===== src/gas_pkg.sv =====
// ----------------------------------------------------------------------------
// gas_pkg
// shared types, status bit positions and codes of the autostart sequencer
// ----------------------------------------------------------------------------
`default_nettype none

package gas_pkg;

    // status bit positions
    localparam int B_ENG     = 0;
    localparam int B_STR     = 1;
    localparam int B_VLV     = 2;
    localparam int B_WARM    = 3;
    localparam int B_COOL    = 4;
    localparam int B_MODE    = 5;
    localparam int B_MANREQ  = 6;
    localparam int B_AUTOREQ = 7;
    localparam int B_AUX     = 8;
    localparam int B_MAINS   = 9;
    localparam int B_WAIT    = 10;
    localparam int B_LOCK    = 11;
    localparam int B_FATAL   = 12;

    localparam logic [12:0] M_ENG   = 13'(1) << B_ENG;
    localparam logic [12:0] M_STR   = 13'(1) << B_STR;
    localparam logic [12:0] M_VLV   = 13'(1) << B_VLV;
    localparam logic [12:0] M_WARM  = 13'(1) << B_WARM;
    localparam logic [12:0] M_COOL  = 13'(1) << B_COOL;
    localparam logic [12:0] M_MAINS = 13'(1) << B_MAINS;
    localparam logic [12:0] M_WAIT  = 13'(1) << B_WAIT;
    localparam logic [12:0] M_SEQ   = M_ENG | M_STR | M_VLV | M_WARM | M_COOL
                                    | M_MAINS | M_WAIT;

    localparam logic [31:0] RETRY_REST_MS = 32'd60000;
    localparam logic [31:0] MS_PER_MIN    = 32'd60000;
    localparam logic [31:0] MS_PER_SEC    = 32'd1000;
    // reciprocal of 100 scaled by 2^23, exact for sums below 91180
    localparam logic [16:0] RECIP_100     = 17'd83887;
    localparam int          RECIP_SHIFT   = 23;

    // error codes
    localparam logic [1:0] ERR_NONE    = 2'd0;
    localparam logic [1:0] ERR_VALVE   = 2'd1;
    localparam logic [1:0] ERR_START   = 2'd2;
    localparam logic [1:0] ERR_UNKNOWN = 2'd3;

    // register indexes
    localparam logic [2:0] CFG_AUTO_MODE   = 3'd0;
    localparam logic [2:0] CFG_START_BELOW = 3'd1;
    localparam logic [2:0] CFG_STOP_ABOVE  = 3'd2;
    localparam logic [2:0] CFG_WARMUP      = 3'd3;
    localparam logic [2:0] CFG_COOLDOWN    = 3'd4;
    localparam logic [2:0] CFG_MIN_RUN     = 3'd5;
    localparam logic [2:0] CFG_CUR_DROP    = 3'd6;
    localparam logic [2:0] CFG_STARTER_TO  = 3'd7;

    // state codes in match order
    localparam logic [4:0] SC_FATAL    = 5'd0;
    localparam logic [4:0] SC_IDLE     = 5'd1;
    localparam logic [4:0] SC_OPEN     = 5'd2;
    localparam logic [4:0] SC_CRANK_GO = 5'd3;
    localparam logic [4:0] SC_S120     = 5'd4;
    localparam logic [4:0] SC_CRANKING = 5'd5;
    localparam logic [4:0] SC_S130     = 5'd6;
    localparam logic [4:0] SC_S14      = 5'd7;
    localparam logic [4:0] SC_S140     = 5'd8;
    localparam logic [4:0] SC_S15      = 5'd9;
    localparam logic [4:0] SC_S150     = 5'd10;
    localparam logic [4:0] SC_S16      = 5'd11;
    localparam logic [4:0] SC_S160     = 5'd12;
    localparam logic [4:0] SC_WARMUP   = 5'd13;
    localparam logic [4:0] SC_S170     = 5'd14;
    localparam logic [4:0] SC_RUNNING  = 5'd15;
    localparam logic [4:0] SC_S21      = 5'd16;
    localparam logic [4:0] SC_S22      = 5'd17;
    localparam logic [4:0] SC_S220     = 5'd18;
    localparam logic [4:0] SC_S23      = 5'd19;
    localparam logic [4:0] SC_S230     = 5'd20;
    localparam logic [4:0] SC_COOLDOWN = 5'd21;
    localparam logic [4:0] SC_S240     = 5'd22;
    localparam logic [4:0] SC_S241     = 5'd23;
    localparam logic [4:0] SC_S242     = 5'd24;
    localparam logic [4:0] SC_S25      = 5'd25;
    localparam logic [4:0] SC_S250     = 5'd26;
    localparam logic [4:0] SC_REST     = 5'd27;
    localparam logic [4:0] SC_UNKNOWN  = 5'd28;

    typedef struct packed {
        logic        auto_mode;
        logic [15:0] start_below_mv;
        logic [15:0] stop_above_mv;
        logic [15:0] warmup_seconds;
        logic [15:0] cooldown_seconds;
        logic [7:0]  min_run_minutes;
        logic [9:0]  current_drop_threshold;
        logic [15:0] starter_timeout_ms;
    } t_cfg;

    typedef struct packed {
        logic [31:0] now_ms;
        logic        engine_running;
        logic        valve_open;
        logic        aux_level;
        logic [15:0] battery_mv;
        logic [9:0]  starter_current;
    } t_item;

    typedef struct packed {
        logic       starter_on;
        logic       mains_on;
        logic       valve_open_pulse;
        logic       valve_close_pulse;
        logic       fatal;
        logic [1:0] error_code;
        logic [4:0] state_code;
    } t_res;

    typedef struct packed {
        logic [12:0] status;
        logic [1:0]  attempts;
        logic [31:0] engine_start;
        logic [31:0] wait_start;
        logic [9:0]  baseline;
        logic [1:0]  error;
    } t_state;

endpackage

`default_nettype wire


===== src/gas_core.sv =====
// ----------------------------------------------------------------------------
// gas_core
// one control pass: status refresh, state match and action
// ----------------------------------------------------------------------------
`default_nettype none

module gas_core (
    input  var gas_pkg::t_state i_st,
    input  var gas_pkg::t_cfg   i_cfg,
    input  var gas_pkg::t_item  i_item,
    output var gas_pkg::t_state o_st,
    output var gas_pkg::t_res   o_res
);
    import gas_pkg::*;

    logic [12:0] s;
    logic [1:0]  att;
    logic [1:0]  att_inc;
    logic [31:0] est;
    logic [31:0] wst;
    logic [9:0]  base;
    logic [1:0]  err;
    logic        opn;
    logic        cls;
    logic [4:0]  code;
    logic        edge_fall;
    logic        req;
    logic        z;
    logic [12:0] seq;
    logic [16:0] batt_sum;
    logic [33:0] batt_prod;
    logic [10:0] batt_q;
    logic [16:0] batt_rnd;
    logic [31:0] lock_lim;
    logic [31:0] warm_lim;
    logic [31:0] cool_lim;
    logic [31:0] run_time;
    logic [31:0] wait_time;
    logic [10:0] drop_lim;

    // battery rounding to 100 mV by reciprocal multiply
    assign batt_sum  = {1'b0, i_item.battery_mv} + 17'd50;
    assign batt_prod = 34'(batt_sum) * 34'(RECIP_100);
    assign batt_q    = batt_prod[RECIP_SHIFT +: 11];
    assign batt_rnd  = (17'(batt_q) << 6) + (17'(batt_q) << 5) + (17'(batt_q) << 2);

    // time limits as millisecond thresholds
    assign lock_lim = 32'({1'b0, i_cfg.min_run_minutes} + 9'd1) * MS_PER_MIN;
    assign warm_lim = 32'({1'b0, i_cfg.warmup_seconds} + 17'd1) * MS_PER_SEC;
    assign cool_lim = 32'({1'b0, i_cfg.cooldown_seconds} + 17'd1) * MS_PER_SEC;
    assign drop_lim = {1'b0, i_item.starter_current} + {1'b0, i_cfg.current_drop_threshold};

    always_comb begin
        s    = i_st.status;
        att  = i_st.attempts;
        est  = i_st.engine_start;
        wst  = i_st.wait_start;
        base = i_st.baseline;
        err  = i_st.error;
        opn  = 1'b0;
        cls  = 1'b0;

        // status refresh
        if (s[B_ENG] != i_item.engine_running) begin
            s[B_ENG] = i_item.engine_running;
            if (i_item.engine_running) begin
                est = i_item.now_ms;
                att = 2'd0;
            end else begin
                est = 32'd0;
            end
        end
        s[B_VLV]    = i_item.valve_open;
        edge_fall   = s[B_AUX] & ~i_item.aux_level;
        s[B_AUX]    = i_item.aux_level;
        s[B_MANREQ] = s[B_MANREQ] ^ edge_fall;
        if (batt_rnd < {1'b0, i_cfg.start_below_mv}) s[B_AUTOREQ] = 1'b1;
        if (batt_rnd > {1'b0, i_cfg.stop_above_mv} && !s[B_LOCK]) s[B_AUTOREQ] = 1'b0;
        run_time = i_item.now_ms - est;
        if (s[B_LOCK] && run_time >= lock_lim) s[B_LOCK] = 1'b0;

        req       = i_cfg.auto_mode ? s[B_AUTOREQ] : s[B_MANREQ];
        seq       = s & M_SEQ;
        z         = (att == 2'd0);
        att_inc   = att + 2'd1;
        wait_time = i_item.now_ms - wst;

        // state match and action
        if (s[B_FATAL]) begin
            code = SC_FATAL;
        end else if (seq == 13'd0 && !req) begin
            code = SC_IDLE;
        end else if (seq == 13'd0) begin
            code = SC_OPEN;
            if (att != 2'd3) begin
                opn = 1'b1;
                att = att_inc;
                if (att_inc == 2'd3) s[B_FATAL] = 1'b1;
            end else begin
                s[B_FATAL] = 1'b1;
                err = ERR_VALVE;
            end
        end else if (req && seq == M_VLV) begin
            code       = SC_CRANK_GO;
            att        = 2'd0;
            s[B_STR]   = 1'b1;
            s[B_WAIT]  = 1'b1;
            wst        = i_item.now_ms;
            base       = i_item.starter_current;
        end else if (seq == M_VLV) begin
            code = SC_S120;
            cls  = 1'b1;
        end else if (req && seq == (M_VLV | M_STR | M_WAIT)) begin
            code = SC_CRANKING;
            if ({1'b0, base} > drop_lim) begin
                s[B_STR] = 1'b0;
                att      = 2'd0;
            end else if (wait_time > 32'(i_cfg.starter_timeout_ms)) begin
                s[B_STR]  = 1'b0;
                s[B_WAIT] = 1'b1;
                wst       = i_item.now_ms;
                att       = att_inc;
                if (att_inc == 2'd3) begin
                    s[B_FATAL] = 1'b1;
                    err        = ERR_START;
                end
            end
        end else if (seq == (M_VLV | M_STR | M_WAIT)) begin
            code      = SC_S130;
            s[B_STR]  = 1'b0;
            cls       = 1'b1;
            s[B_WAIT] = 1'b0;
            wst       = 32'd0;
        end else if (z && req && seq == (M_VLV | M_WAIT)) begin
            code = SC_S14;
        end else if (z && !req && seq == (M_VLV | M_WAIT)) begin
            code      = SC_S140;
            cls       = 1'b1;
            s[B_WAIT] = 1'b0;
            wst       = 32'd0;
        end else if (z && req && seq == (M_VLV | M_WAIT | M_ENG)) begin
            code      = SC_S15;
            s[B_WAIT] = 1'b0;
            wst       = 32'd0;
            s[B_WARM] = 1'b1;
            if (i_cfg.auto_mode) s[B_LOCK] = 1'b1;
        end else if (z && seq == (M_VLV | M_WAIT | M_ENG)) begin
            code      = SC_S150;
            cls       = 1'b1;
            s[B_WAIT] = 1'b0;
            wst       = 32'd0;
        end else if (z && req && seq == (M_VLV | M_ENG | M_WARM)) begin
            code      = SC_S16;
            s[B_WAIT] = 1'b1;
            wst       = i_item.now_ms;
        end else if (z && seq == (M_VLV | M_ENG | M_WARM)) begin
            code      = SC_S160;
            cls       = 1'b1;
            s[B_WARM] = 1'b0;
        end else if (z && req && seq == (M_VLV | M_ENG | M_WARM | M_WAIT)) begin
            code = SC_WARMUP;
            if (wait_time >= warm_lim) begin
                s[B_WAIT]  = 1'b0;
                wst        = 32'd0;
                s[B_WARM]  = 1'b0;
                s[B_MAINS] = 1'b1;
            end
        end else if (z && seq == (M_VLV | M_ENG | M_WARM | M_WAIT)) begin
            code      = SC_S170;
            cls       = 1'b1;
            s[B_WARM] = 1'b0;
            s[B_WAIT] = 1'b0;
            wst       = 32'd0;
        end else if (z && req && seq == (M_VLV | M_ENG | M_MAINS)) begin
            code = SC_RUNNING;
        end else if (z && seq == (M_VLV | M_ENG | M_MAINS)) begin
            code       = SC_S21;
            s[B_MAINS] = 1'b0;
            s[B_COOL]  = 1'b1;
        end else if (z && !req && seq == (M_VLV | M_ENG)) begin
            code = SC_S22;
        end else if (z && seq == (M_VLV | M_ENG)) begin
            code       = SC_S220;
            s[B_MAINS] = 1'b1;
        end else if (z && !req && seq == (M_VLV | M_ENG | M_COOL)) begin
            code      = SC_S23;
            s[B_WAIT] = 1'b1;
            wst       = i_item.now_ms;
        end else if (z && seq == (M_VLV | M_ENG | M_COOL)) begin
            code       = SC_S230;
            s[B_COOL]  = 1'b0;
            s[B_MAINS] = 1'b1;
        end else if (z && !req && seq == (M_VLV | M_ENG | M_COOL | M_WAIT)) begin
            code = SC_COOLDOWN;
            if (wait_time >= cool_lim) begin
                s[B_COOL] = 1'b0;
                cls       = 1'b1;
                s[B_WAIT] = 1'b0;
                wst       = 32'd0;
            end
        end else if (z && seq == (M_VLV | M_ENG | M_COOL | M_WAIT)) begin
            code       = SC_S240;
            s[B_COOL]  = 1'b0;
            s[B_WAIT]  = 1'b0;
            wst        = 32'd0;
            s[B_MAINS] = 1'b1;
        end else if (z && !req && seq == (M_ENG | M_WAIT)) begin
            code      = SC_S241;
            s[B_WAIT] = 1'b0;
            wst       = 32'd0;
        end else if (z && !req && seq == (M_WAIT | M_COOL)) begin
            code      = SC_S242;
            s[B_WAIT] = 1'b0;
            wst       = 32'd0;
            s[B_COOL] = 1'b0;
        end else if (z && !req && seq == M_ENG) begin
            code = SC_S25;
        end else if (z && seq == M_ENG) begin
            code = SC_S250;
        end else if (req && !z && seq == (M_VLV | M_WAIT)) begin
            code = SC_REST;
            if (wait_time > RETRY_REST_MS) begin
                s[B_WAIT] = 1'b0;
                wst       = 32'd0;
            end
        end else begin
            // unknown combination: lock up and shut the valve
            code       = SC_UNKNOWN;
            s[B_FATAL] = 1'b1;
            err        = ERR_UNKNOWN;
            s[B_MAINS] = 1'b0;
            s[B_COOL]  = 1'b0;
            s[B_WARM]  = 1'b0;
            cls        = 1'b1;
        end

        o_st.status       = s;
        o_st.attempts     = att;
        o_st.engine_start = est;
        o_st.wait_start   = wst;
        o_st.baseline     = base;
        o_st.error        = err;

        o_res.starter_on        = s[B_STR];
        o_res.mains_on          = s[B_MAINS];
        o_res.valve_open_pulse  = opn;
        o_res.valve_close_pulse = cls;
        o_res.fatal             = s[B_FATAL];
        o_res.error_code        = err;
        o_res.state_code        = code;
    end

endmodule

`default_nettype wire


===== src/generator_autostart_sequencer.sv =====
// an input beat passes through the input register and then the result register to its result beat
// throughput: one pass per cycle while the result channel is not stalled; the state feedback
//   loop through the pass logic lets passes follow back to back
// reset (i_rst_n low, synchronous): status, counters, timestamps and error cleared,
//   registers take their default values, both channels empty
// ----------------------------------------------------------------------------
// generator_autostart_sequencer
// supervisory start/stop sequencer for a generator, one control pass per beat
// ----------------------------------------------------------------------------
`default_nettype none

module generator_autostart_sequencer (
    input  var logic        i_clk,
    input  var logic        i_rst_n,
    // configuration write port
    input  var logic        i_cfg_we,
    input  var logic [2:0]  i_cfg_idx,
    input  var logic [15:0] i_cfg_data,
    // input channel
    input  var logic        i_in_valid,
    output var logic        o_in_ready,
    input  var logic [31:0] i_now_ms,
    input  var logic        i_engine_running,
    input  var logic        i_valve_open,
    input  var logic        i_aux_level,
    input  var logic [15:0] i_battery_mv,
    input  var logic [9:0]  i_starter_current,
    // result channel
    output var logic        o_out_valid,
    input  var logic        i_out_ready,
    output var logic        o_starter_on,
    output var logic        o_mains_on,
    output var logic        o_valve_open_pulse,
    output var logic        o_valve_close_pulse,
    output var logic        o_fatal,
    output var logic [1:0]  o_error_code,
    output var logic [4:0]  o_state_code
);
    import gas_pkg::*;

    t_cfg   r_cfg;
    t_state r_st;
    t_state n_st;
    t_item  r_item;
    t_res   r_res;
    t_res   n_res;
    logic   r_in_valid;
    logic   r_out_valid;
    logic   advance;

    // a pass moves on when the result register is free or being emptied
    assign advance    = r_in_valid && (!r_out_valid || i_out_ready);
    assign o_in_ready = !r_in_valid || advance;

    gas_core u_core (
        .i_st   (r_st),
        .i_cfg  (r_cfg),
        .i_item (r_item),
        .o_st   (n_st),
        .o_res  (n_res)
    );

    // input register
    always_ff @(posedge i_clk) begin
        if (!i_rst_n) begin
            r_in_valid <= 1'b0;
        end else if (o_in_ready) begin
            r_in_valid <= i_in_valid;
        end
        if (i_in_valid && o_in_ready) begin
            r_item.now_ms          <= i_now_ms;
            r_item.engine_running  <= i_engine_running;
            r_item.valve_open      <= i_valve_open;
            r_item.aux_level       <= i_aux_level;
            r_item.battery_mv      <= i_battery_mv;
            r_item.starter_current <= i_starter_current;
        end
    end

    // result register
    always_ff @(posedge i_clk) begin
        if (!i_rst_n) begin
            r_out_valid <= 1'b0;
        end else if (advance) begin
            r_out_valid <= 1'b1;
        end else if (i_out_ready) begin
            r_out_valid <= 1'b0;
        end
        if (advance) begin
            r_res <= n_res;
        end
    end

    // sequencer state and configuration registers
    always_ff @(posedge i_clk) begin
        if (!i_rst_n) begin
            r_st                         <= '0;
            r_cfg.auto_mode              <= 1'b0;
            r_cfg.start_below_mv         <= 16'd12000;
            r_cfg.stop_above_mv          <= 16'd13800;
            r_cfg.warmup_seconds         <= 16'd120;
            r_cfg.cooldown_seconds       <= 16'd120;
            r_cfg.min_run_minutes        <= 8'd30;
            r_cfg.current_drop_threshold <= 10'd50;
            r_cfg.starter_timeout_ms     <= 16'd5000;
        end else begin
            if (advance) begin
                r_st <= n_st;
            end
            if (i_cfg_we) begin
                case (i_cfg_idx)
                    CFG_AUTO_MODE: begin
                        r_cfg.auto_mode      <= i_cfg_data[0];
                        r_st.status[B_MODE]  <= i_cfg_data[0];
                        if (!i_cfg_data[0]) r_st.status[B_LOCK] <= 1'b0;
                    end
                    CFG_START_BELOW: r_cfg.start_below_mv         <= i_cfg_data;
                    CFG_STOP_ABOVE:  r_cfg.stop_above_mv          <= i_cfg_data;
                    CFG_WARMUP:      r_cfg.warmup_seconds         <= i_cfg_data;
                    CFG_COOLDOWN:    r_cfg.cooldown_seconds       <= i_cfg_data;
                    CFG_MIN_RUN:     r_cfg.min_run_minutes        <= i_cfg_data[7:0];
                    CFG_CUR_DROP:    r_cfg.current_drop_threshold <= i_cfg_data[9:0];
                    CFG_STARTER_TO:  r_cfg.starter_timeout_ms     <= i_cfg_data;
                    default: ;
                endcase
            end
        end
    end

    // result ports
    assign o_out_valid         = r_out_valid;
    assign o_starter_on        = r_res.starter_on;
    assign o_mains_on          = r_res.mains_on;
    assign o_valve_open_pulse  = r_res.valve_open_pulse;
    assign o_valve_close_pulse = r_res.valve_close_pulse;
    assign o_fatal             = r_res.fatal;
    assign o_error_code        = r_res.error_code;
    assign o_state_code        = r_res.state_code;

endmodule

`default_nettype wire

===== config.mk =====
export PLATFORM = sky130hd
export DESIGN_NAME = generator_autostart_sequencer
export DESIGN_NICKNAME = d
export VERILOG_FILES = /design/src/gas_pkg.sv /design/src/gas_core.sv /design/src/generator_autostart_sequencer.sv
export SDC_FILE = /design/constraint.sdc
export NUM_CORES = 2
export LEC_CHECK = 0
export BUFFER_PORTS_ARGS = -buffer_cell sky130_fd_sc_hd__buf_4
export CORE_ASPECT_RATIO = 0.8
export CORE_MARGIN = 8
export CORE_UTILIZATION = 56
export DETAILED_ROUTE_END_ITERATION = 16
export PLACE_DENSITY = 0.84
export SYNTH_ARGS = -nofsm -noshare
export SYNTH_HDL_FRONTEND = slang
export SYNTH_SLANG_ARGS = --single-unit

===== constraint.sdc =====
create_clock -name i_clk -period 35.5 [get_ports i_clk]
set_input_delay 5.325 -clock i_clk [delete_from_list [all_inputs] [get_ports i_clk]]
set_output_delay 5.325 -clock i_clk [all_outputs]
set_load 0.01 [all_outputs]

Yosys cells after proc, flatten, opt, wreduce, memory -nomap -nowiden
Cells that the tools add are included.

storage, ports and cells
  register bits = 265
  output and inout port bits = 14

operators by class
  add/sub/neg operators = 10
  $mul = 4
  order comparisons = 8
  eq/ne operators = 75
  mux-type cells = 412
  bitwise operators = 19
  reduce and logical (&&, ||, !) cells = 64

operators with widths
  cell                    count
  $mux 32                 35
  $mux 2                  208
  $ne 14x2->1 const B     12
  $mux 1                  125
  $ge 32x32->1            3
  $mux 90                 1
  $ne 18x2->1 const B     5
  $mux 4                  22
  $ne 22x2->1 const B     3
  $mul 32x7->29 const B   2
  $sub 32x32->32          2
  $ne 13x2->1 const B     4
  $mux 5                  10
  $eq 7x7->1 const B      7
  $mux 10                 4
  $ne 10x1->1 const B     4
  $reduce_and 20->1       2
  $reduce_bool 18->1      2
  $add 16x1->17 const B   2
  $mul 17x17->34 const B  1
  $gt 32x16->1            1
  $gt 32x16->1 const B    1
  $mul 32x11->27 const B  1
  $logic_and 1x1->1       31
  58 further kinds        104

Logic depth before layout (Yosys ltp)
  depth after elaboration = 143
  mapped depth = 56

Hierarchy
Synthesis repeated with hierarchy kept, for this count alone.

second synthesis, totals
  cells, all modules = 4020
  area total of the unflattened synthesis = 33723.6 µm²

by module, submodules not included
  module                         times used  cells each  area an instance (µm²)  sequential area each (µm²)
  gas_core                       1           3074        24493.5                 0.0
  generator_autostart_sequencer  1           946         9230.1                  6035.8

Worst setup path after synthesis
Ideal clock, no wire load.

  path type = register to register
  from = reg r_item[12] (netlist name)
  to = reg r_res, in the netlist o_error_code[0] (data pin)
  library setup time = 0.276 ns
  data arrival time = 11.700 ns
  data required time = 35.224 ns
  setup slack = 23.524 ns
  stages on the path, launching flop included = 51
  path buffers = 1
  period minus slack after synthesis = 11.976 ns
  path through = edfxtp_1 > nand3_1 > nor3b_1 > nor2_1 > nand2_1 > xor2_1 > inv_1 > xnor2_1 > inv_1 > fa_1 > fa_1 > fa_1 > inv_1 > fa_1 > inv_1 > fa_1 > inv_1 > ha_1 > (+15 left out) > a21oi_1 > o21bai_1 > a21oi_1 > o21bai_1 > a21oi_1 > xnor2_1 > ha_1 > o21a_1 > a211oi_1 > mux2i_1 > a2111oi_4 > a2111oi_4 > or2_1 > buf_4 > o21ai_1 > and3b_1 > a211oi_1 > a211oi_1

RTL lines
  element                 RTL line                             source
  start: declaration      generator_autostart_sequencer.sv:44  t_item r_item;
  end signal: assignment  generator_autostart_sequencer.sv:90  r_res <= n_res;
  end: declaration        generator_autostart_sequencer.sv:45  t_res r_res;

Worst setup path after layout
  from = reg r_item[12] (netlist name)
  to = reg r_st[19] (netlist name)

on the way
  cells in the longest elaborated chain, start to end = 33
  elaborated cells between the ends (all ways) = 70
  those cells by class = add/sub (3); mul (1); order compare (2); eq/ne (14); mux (25); bitwise (1); reduce/logical (24)

ends and longest elaborated chain
  element                                              RTL line                              source
  $add 16x6->17 (*)                                    gas_core.sv:42                        assign batt_sum = {1'b0, i_item.battery_mv} + 17'd50;
  $mul 17x17->34 (*)                                   gas_core.sv:43                        assign batt_prod = 34'(batt_sum) * 34'(RECIP_100);
  $add 17x16->17                                       gas_core.sv:45                        assign batt_rnd = (17'(batt_q) << 6) + (17'(batt_q) << 5) + (17'(batt_q) << 2);
  $add 17x13->17 (*)                                   gas_core.sv:45
  $lt 17x16->1 / $gt 17x16->1 (equally long branches)  gas_core.sv:77, gas_core.sv:78
  $mux 1 / $logic_and 1x1->1 (equally long branches)   gas_core.sv:77, gas_core.sv:78
  $mux 1 (*)                                           gas_core.sv:78                        if (batt_rnd > {1'b0, i_cfg.stop_above_mv} && !s[B_LOCK]) s[B_AUTOREQ] = 1'b0;
  $mux 1 (*)                                           gas_core.sv:82                        req = i_cfg.auto_mode ? s[B_AUTOREQ] : s[B_MANREQ];
  (+17 left out)                                       -
  $mux 32                                              gas_core.sv:147                       end else if (z && seq == (M_VLV | M_WAIT | M_ENG)) begin
  $mux 32                                              gas_core.sv:141                       end else if (z && req && seq == (M_VLV | M_WAIT | M_ENG)) begin
  $mux 32                                              gas_core.sv:136                       end else if (z && !req && seq == (M_VLV | M_WAIT)) begin
  $mux 32                                              gas_core.sv:134                       end else if (z && req && seq == (M_VLV | M_WAIT)) begin
  $mux 32                                              gas_core.sv:128                       end else if (seq == (M_VLV | M_STR | M_WAIT)) begin
  $mux 32                                              gas_core.sv:113                       end else if (req && seq == (M_VLV | M_STR | M_WAIT)) begin
  $mux 32                                              gas_core.sv:110                       end else if (seq == M_VLV) begin
  $mux 32                                              gas_core.sv:103                       end else if (req && seq == M_VLV) begin
  end signal: assignment                               generator_autostart_sequencer.sv:108  r_st <= n_st;
  end: declaration                                     generator_autostart_sequencer.sv:42   t_state r_st;

Mark *: on every way between the ends. The rest lies on a longest branch, timed or not. The select of a mux whose other input is x is not followed.
A chain may end at the register's enable or synchronous reset.

==> summary.md <==
| Metric | Value |
|---|---|
| Data required time of the worst path | `around 36 ns` |
| Cts bufs inserted | `30` |
| Worst Path Max Fanout | `33` |
| Fillcell total | `between 4000 and 5000` |
| Worst skew pair latency | `0.59 ns` |
| R2R setup slack | `21.54 ns` |
| Post-synth net total | `~4500` |
| Crit end category | `flip-flop` |
| Seq cells post-synth | `roughly 260` |
| Area Overhead vs Synth | `7.730%` |
| Die footprint | `65430 µm²` |
| GP Congestion | `slightly below 1` |
| Largest net degree at the start of global routing | `86` |
| Postcts setup bufs | `0` |
| Worst Clk Skew | `0.01507 ns` |
| Critical Path AT | `approximately 14 ns` |
| # clock sinks | `between 200 and 300` |
| Clk root buf | `clkbuf_16` |
| Ranking of synthesized cells by area | `ha_1 21%, fa_1 15%, dfxtp_1 12%` |
| Hold crit path type | `flip-flop to flip-flop` |
| Reg clk slew, reported paths | `0.06 ns` |
| Initial Utilization | `a little under three fifths` |
| Hold Path Depth | `2` |
| Outcome | `completed` |
| Antenna cells | `0` |
| WL/cell | `18.35 µm` |
| Seq/Total Area, Yosys | `a little under a fifth` |
| Max-cap viol count | `0` |
| CTS HTree Levels | `1` |
| CP max stage delay | `around 0.54 ns` |
| DR vias | `between 20000 and 30000` |
| Drt first pass iters | `5` |
| R2r worst-path depth | `49` |
| Setup TNS | `0 ns` |
| Layout cells sized above 1 | `under 10%` |
| Die Wd | `roughly 280 µm` |
| Vias in the first global route | `about 26000` |
| Max Buffers Root-to-Sink | `3` |
| Vias/cell | `just under 6` |
| Final hold viol count | `0` |
| Worst-Margin Slew | `~1.2 ns` |
| Final #Nets | `4584` |
| EDFF count, synth | `73` |
| RSZ-0062 raised after global routing | `false` |
| Async SR Flop Fraction | `0%` |
| DRT iter0 DRCs | `~2400` |
| Setup CP Type | `flip-flop to flip-flop` |
| Final ANT Viol Nets | `0` |
| Final setup fails | `0` |
| Final min period | `between 10 and 15 ns` |
| Max-slew violation count | `0` |
| CTS tree | `done` |
| Yosys warns | `0` |
| Number of port buffers | `between 90 and 100` |
| Final period util | `39.34%` |
| Post-route DRC | `0` |
| Slowest CP cell | `xor2_1` |
| First-pass GRT wire length | `roughly 130000 µm` |
| Max Fclk | `a little over 70 MHz` |
| Grt ovf | `0` |
| Netlist cell types | `104` |
| IO Pins | `99` |
| Setup crit start kind | `flip-flop` |
| Post-synth top area share | `21.27%` |
| Post-Synthesis Cells | `3636` |
| CTS Hold Bufs | `0` |
| Slew HR | `about a fifth` |
| Mapped Area | `32180 µm²` |
| Tot GR Track Use | `between 20 and 25%` |
| Post_cts resized | `0` |
| Mapped Avg Cell Area | `about 9 µm²` |
| Predominant post-synthesis flop cell | `dfxtp_1` |
| DP HPWL | `66130 µm` |
| Row Count | `78` |
| Initial antenna violation count | `0` |
| Die Y-Extent | `around 230 µm` |
| Synth area leader | `ha_1` |
| DRT Wirelength | `between 80000 and 90000 µm` |
| Core area | `around 57000 µm²` |
## metal layers
| layer | part of all wire [%] | vias to the layer above | track usage, % |
|---|---|---|---|
| met2 | 43 | 934 | 37.03 |
| met5 | 0 | - | 0 |
| met3 | 8.5 | 110 | 3.858 |
| met1 | 47 | 12618 | 36.33 |
| met4 | 2.4 | 0 | 6.219 |
| li1 | - | 12630 | - |
## layout by cell type, fill, tap and decap left out, drive strengths merged, types with 12 or more instances in the layout
| master | synthesis | final |
|---|---|---|
| mux2i | 54 | 54 |
| and2 | 19 | 19 |
| inv | 541 | 547 |
| nand2b | 35 | 35 |
| or3 | 24 | 24 |
| clkinv | 4 | 12 |
| a31oi | 13 | 13 |
| a2111oi | 19 | 19 |
| nor4 | 13 | 13 |
| edfxtp | 73 | 73 |
| ha | 547 | 547 |
| and3 | 29 | 29 |
| o21bai | 26 | 26 |
| nor3 | 66 | 66 |
| o21ai | 108 | 108 |
| dfxtp | 190 | 190 |
| nand3 | 75 | 75 |
| nor2 | 205 | 205 |
| a21o | 76 | 76 |
| o21a | 48 | 48 |
| xnor2 | 120 | 120 |
| o211ai | 35 | 35 |
| or2 | 16 | 16 |
| a21oi | 207 | 207 |
| nand4 | 32 | 32 |
| a211oi | 55 | 55 |
| a22oi | 35 | 35 |
| clkbuf | 64 | 39 |
| nor2b | 29 | 29 |
| nand2 | 379 | 379 |
| xor2 | 84 | 84 |
| buf | 18 | 117 |
| fa | 249 | 249 |
## sequential cells by signal (all words and copies together) (netlist names)
register	count
o_valve_close_pulse	1
o_state_code	5
o_valve_open_pulse	1
r_in_valid	1
o_mains_on	1
o_out_valid	1
o_starter_on	1
r_st	89
r_item	61
o_error_code	2
r_cfg	99
o_fatal	1
## cell usage after synthesis, drive strengths merged (8+ instances only)
| library cell | instances |
|---|---|
| ha | 547 |
| inv | 541 |
| nand2 | 379 |
| fa | 249 |
| a21oi | 207 |
| nor2 | 205 |
| dfxtp | 190 |
| xnor2 | 120 |
| o21ai | 108 |
| xor2 | 84 |
| a21o | 76 |
| nand3 | 75 |
| edfxtp | 73 |
| nor3 | 66 |
| clkbuf | 64 |
| a211oi | 55 |
| mux2i | 54 |
| o21a | 48 |
| a22oi | 35 |
| nand2b | 35 |
| o211ai | 35 |
| nand4 | 32 |
| and3 | 29 |
| nor2b | 29 |
| o21bai | 26 |
| or3 | 24 |
| a2111oi | 19 |
| and2 | 19 |
| buf | 18 |
| or2 | 16 |
| a31oi | 13 |
| nor4 | 13 |
| o31a | 11 |
| o31ai | 11 |
| a211o | 8 |
| a21boi | 8 |
| o2111ai | 8 |
## metrics by stage
stage	cell area [µm²]	hold slack, ns	cells	util, %	setup WS (ns)
after CTS	34660	0.4556	4487	61.13	21.66
final	34660	0.4545	4487	61.13	21.54
after global routing	34660	0.4741	4487	61.13	20.70
after floorplan	32180	0.4318	3636	-	23.52
after detailed placement	33660	0.4469	4431	59.36	21.81
after global placement	33660	0.4388	4431	59.36	22.11
## layout make-up
class	count	area, µm²	area share (%)
Clock buffer	39	857.1	2.473
Multi-Input combinational cell	2746	23790	68.62
Tap cell	760	950.9	2.743
Clock inverter	17	147.6	0.4259
Timing Repair Buffer	117	878.3	2.534
Inverter	545	2048	5.909
Sequential cell	263	5996	17.30
## final timing paths
kind                          start                     end
min reg2reg  r_cfg[70]$_SDFFE_PN0P_  r_cfg[70]$_SDFFE_PN0P_
max reg2reg    r_item[12]$_DFFE_PP_   r_st[19]$_SDFFE_PN0P_
min          r_cfg[70]$_SDFFE_PN0P_  r_cfg[70]$_SDFFE_PN0P_
max            r_item[12]$_DFFE_PP_   r_st[19]$_SDFFE_PN0P_
## critical path: cells and delay by family, from the launching register on
| kind | cells | cell delay [ns] |
|---|---|---|
| compound gates | 22 | 4.94 |
| fa+ha+maj | 10 | 3.92 |
| simple gates | 7 | 2.09 |
| xor+xnor | 3 | 1.16 |
| buf+inv | 6 | 0.97 |
| flops | 1 | 0.51 |
| mux | 1 | 0.29 |
## cell families (layout without fill, tap and decap cells)
group	Yosys count	in the layout	synth area share, %
AOI/OAI and AO/OA	734	734	15.75
xor gates and xnor gates	204	204	5.553
adders and majority gates	797	797	36.79
buffers and inverters	627	718	7.521
DFF	263	263	18.63
muxes	59	59	1.855
and+or+nand+nor	952	952	13.90
Power is not shown: default switching activity piles up to over one toggle a cycle in this logic, so the estimate is an artifact.
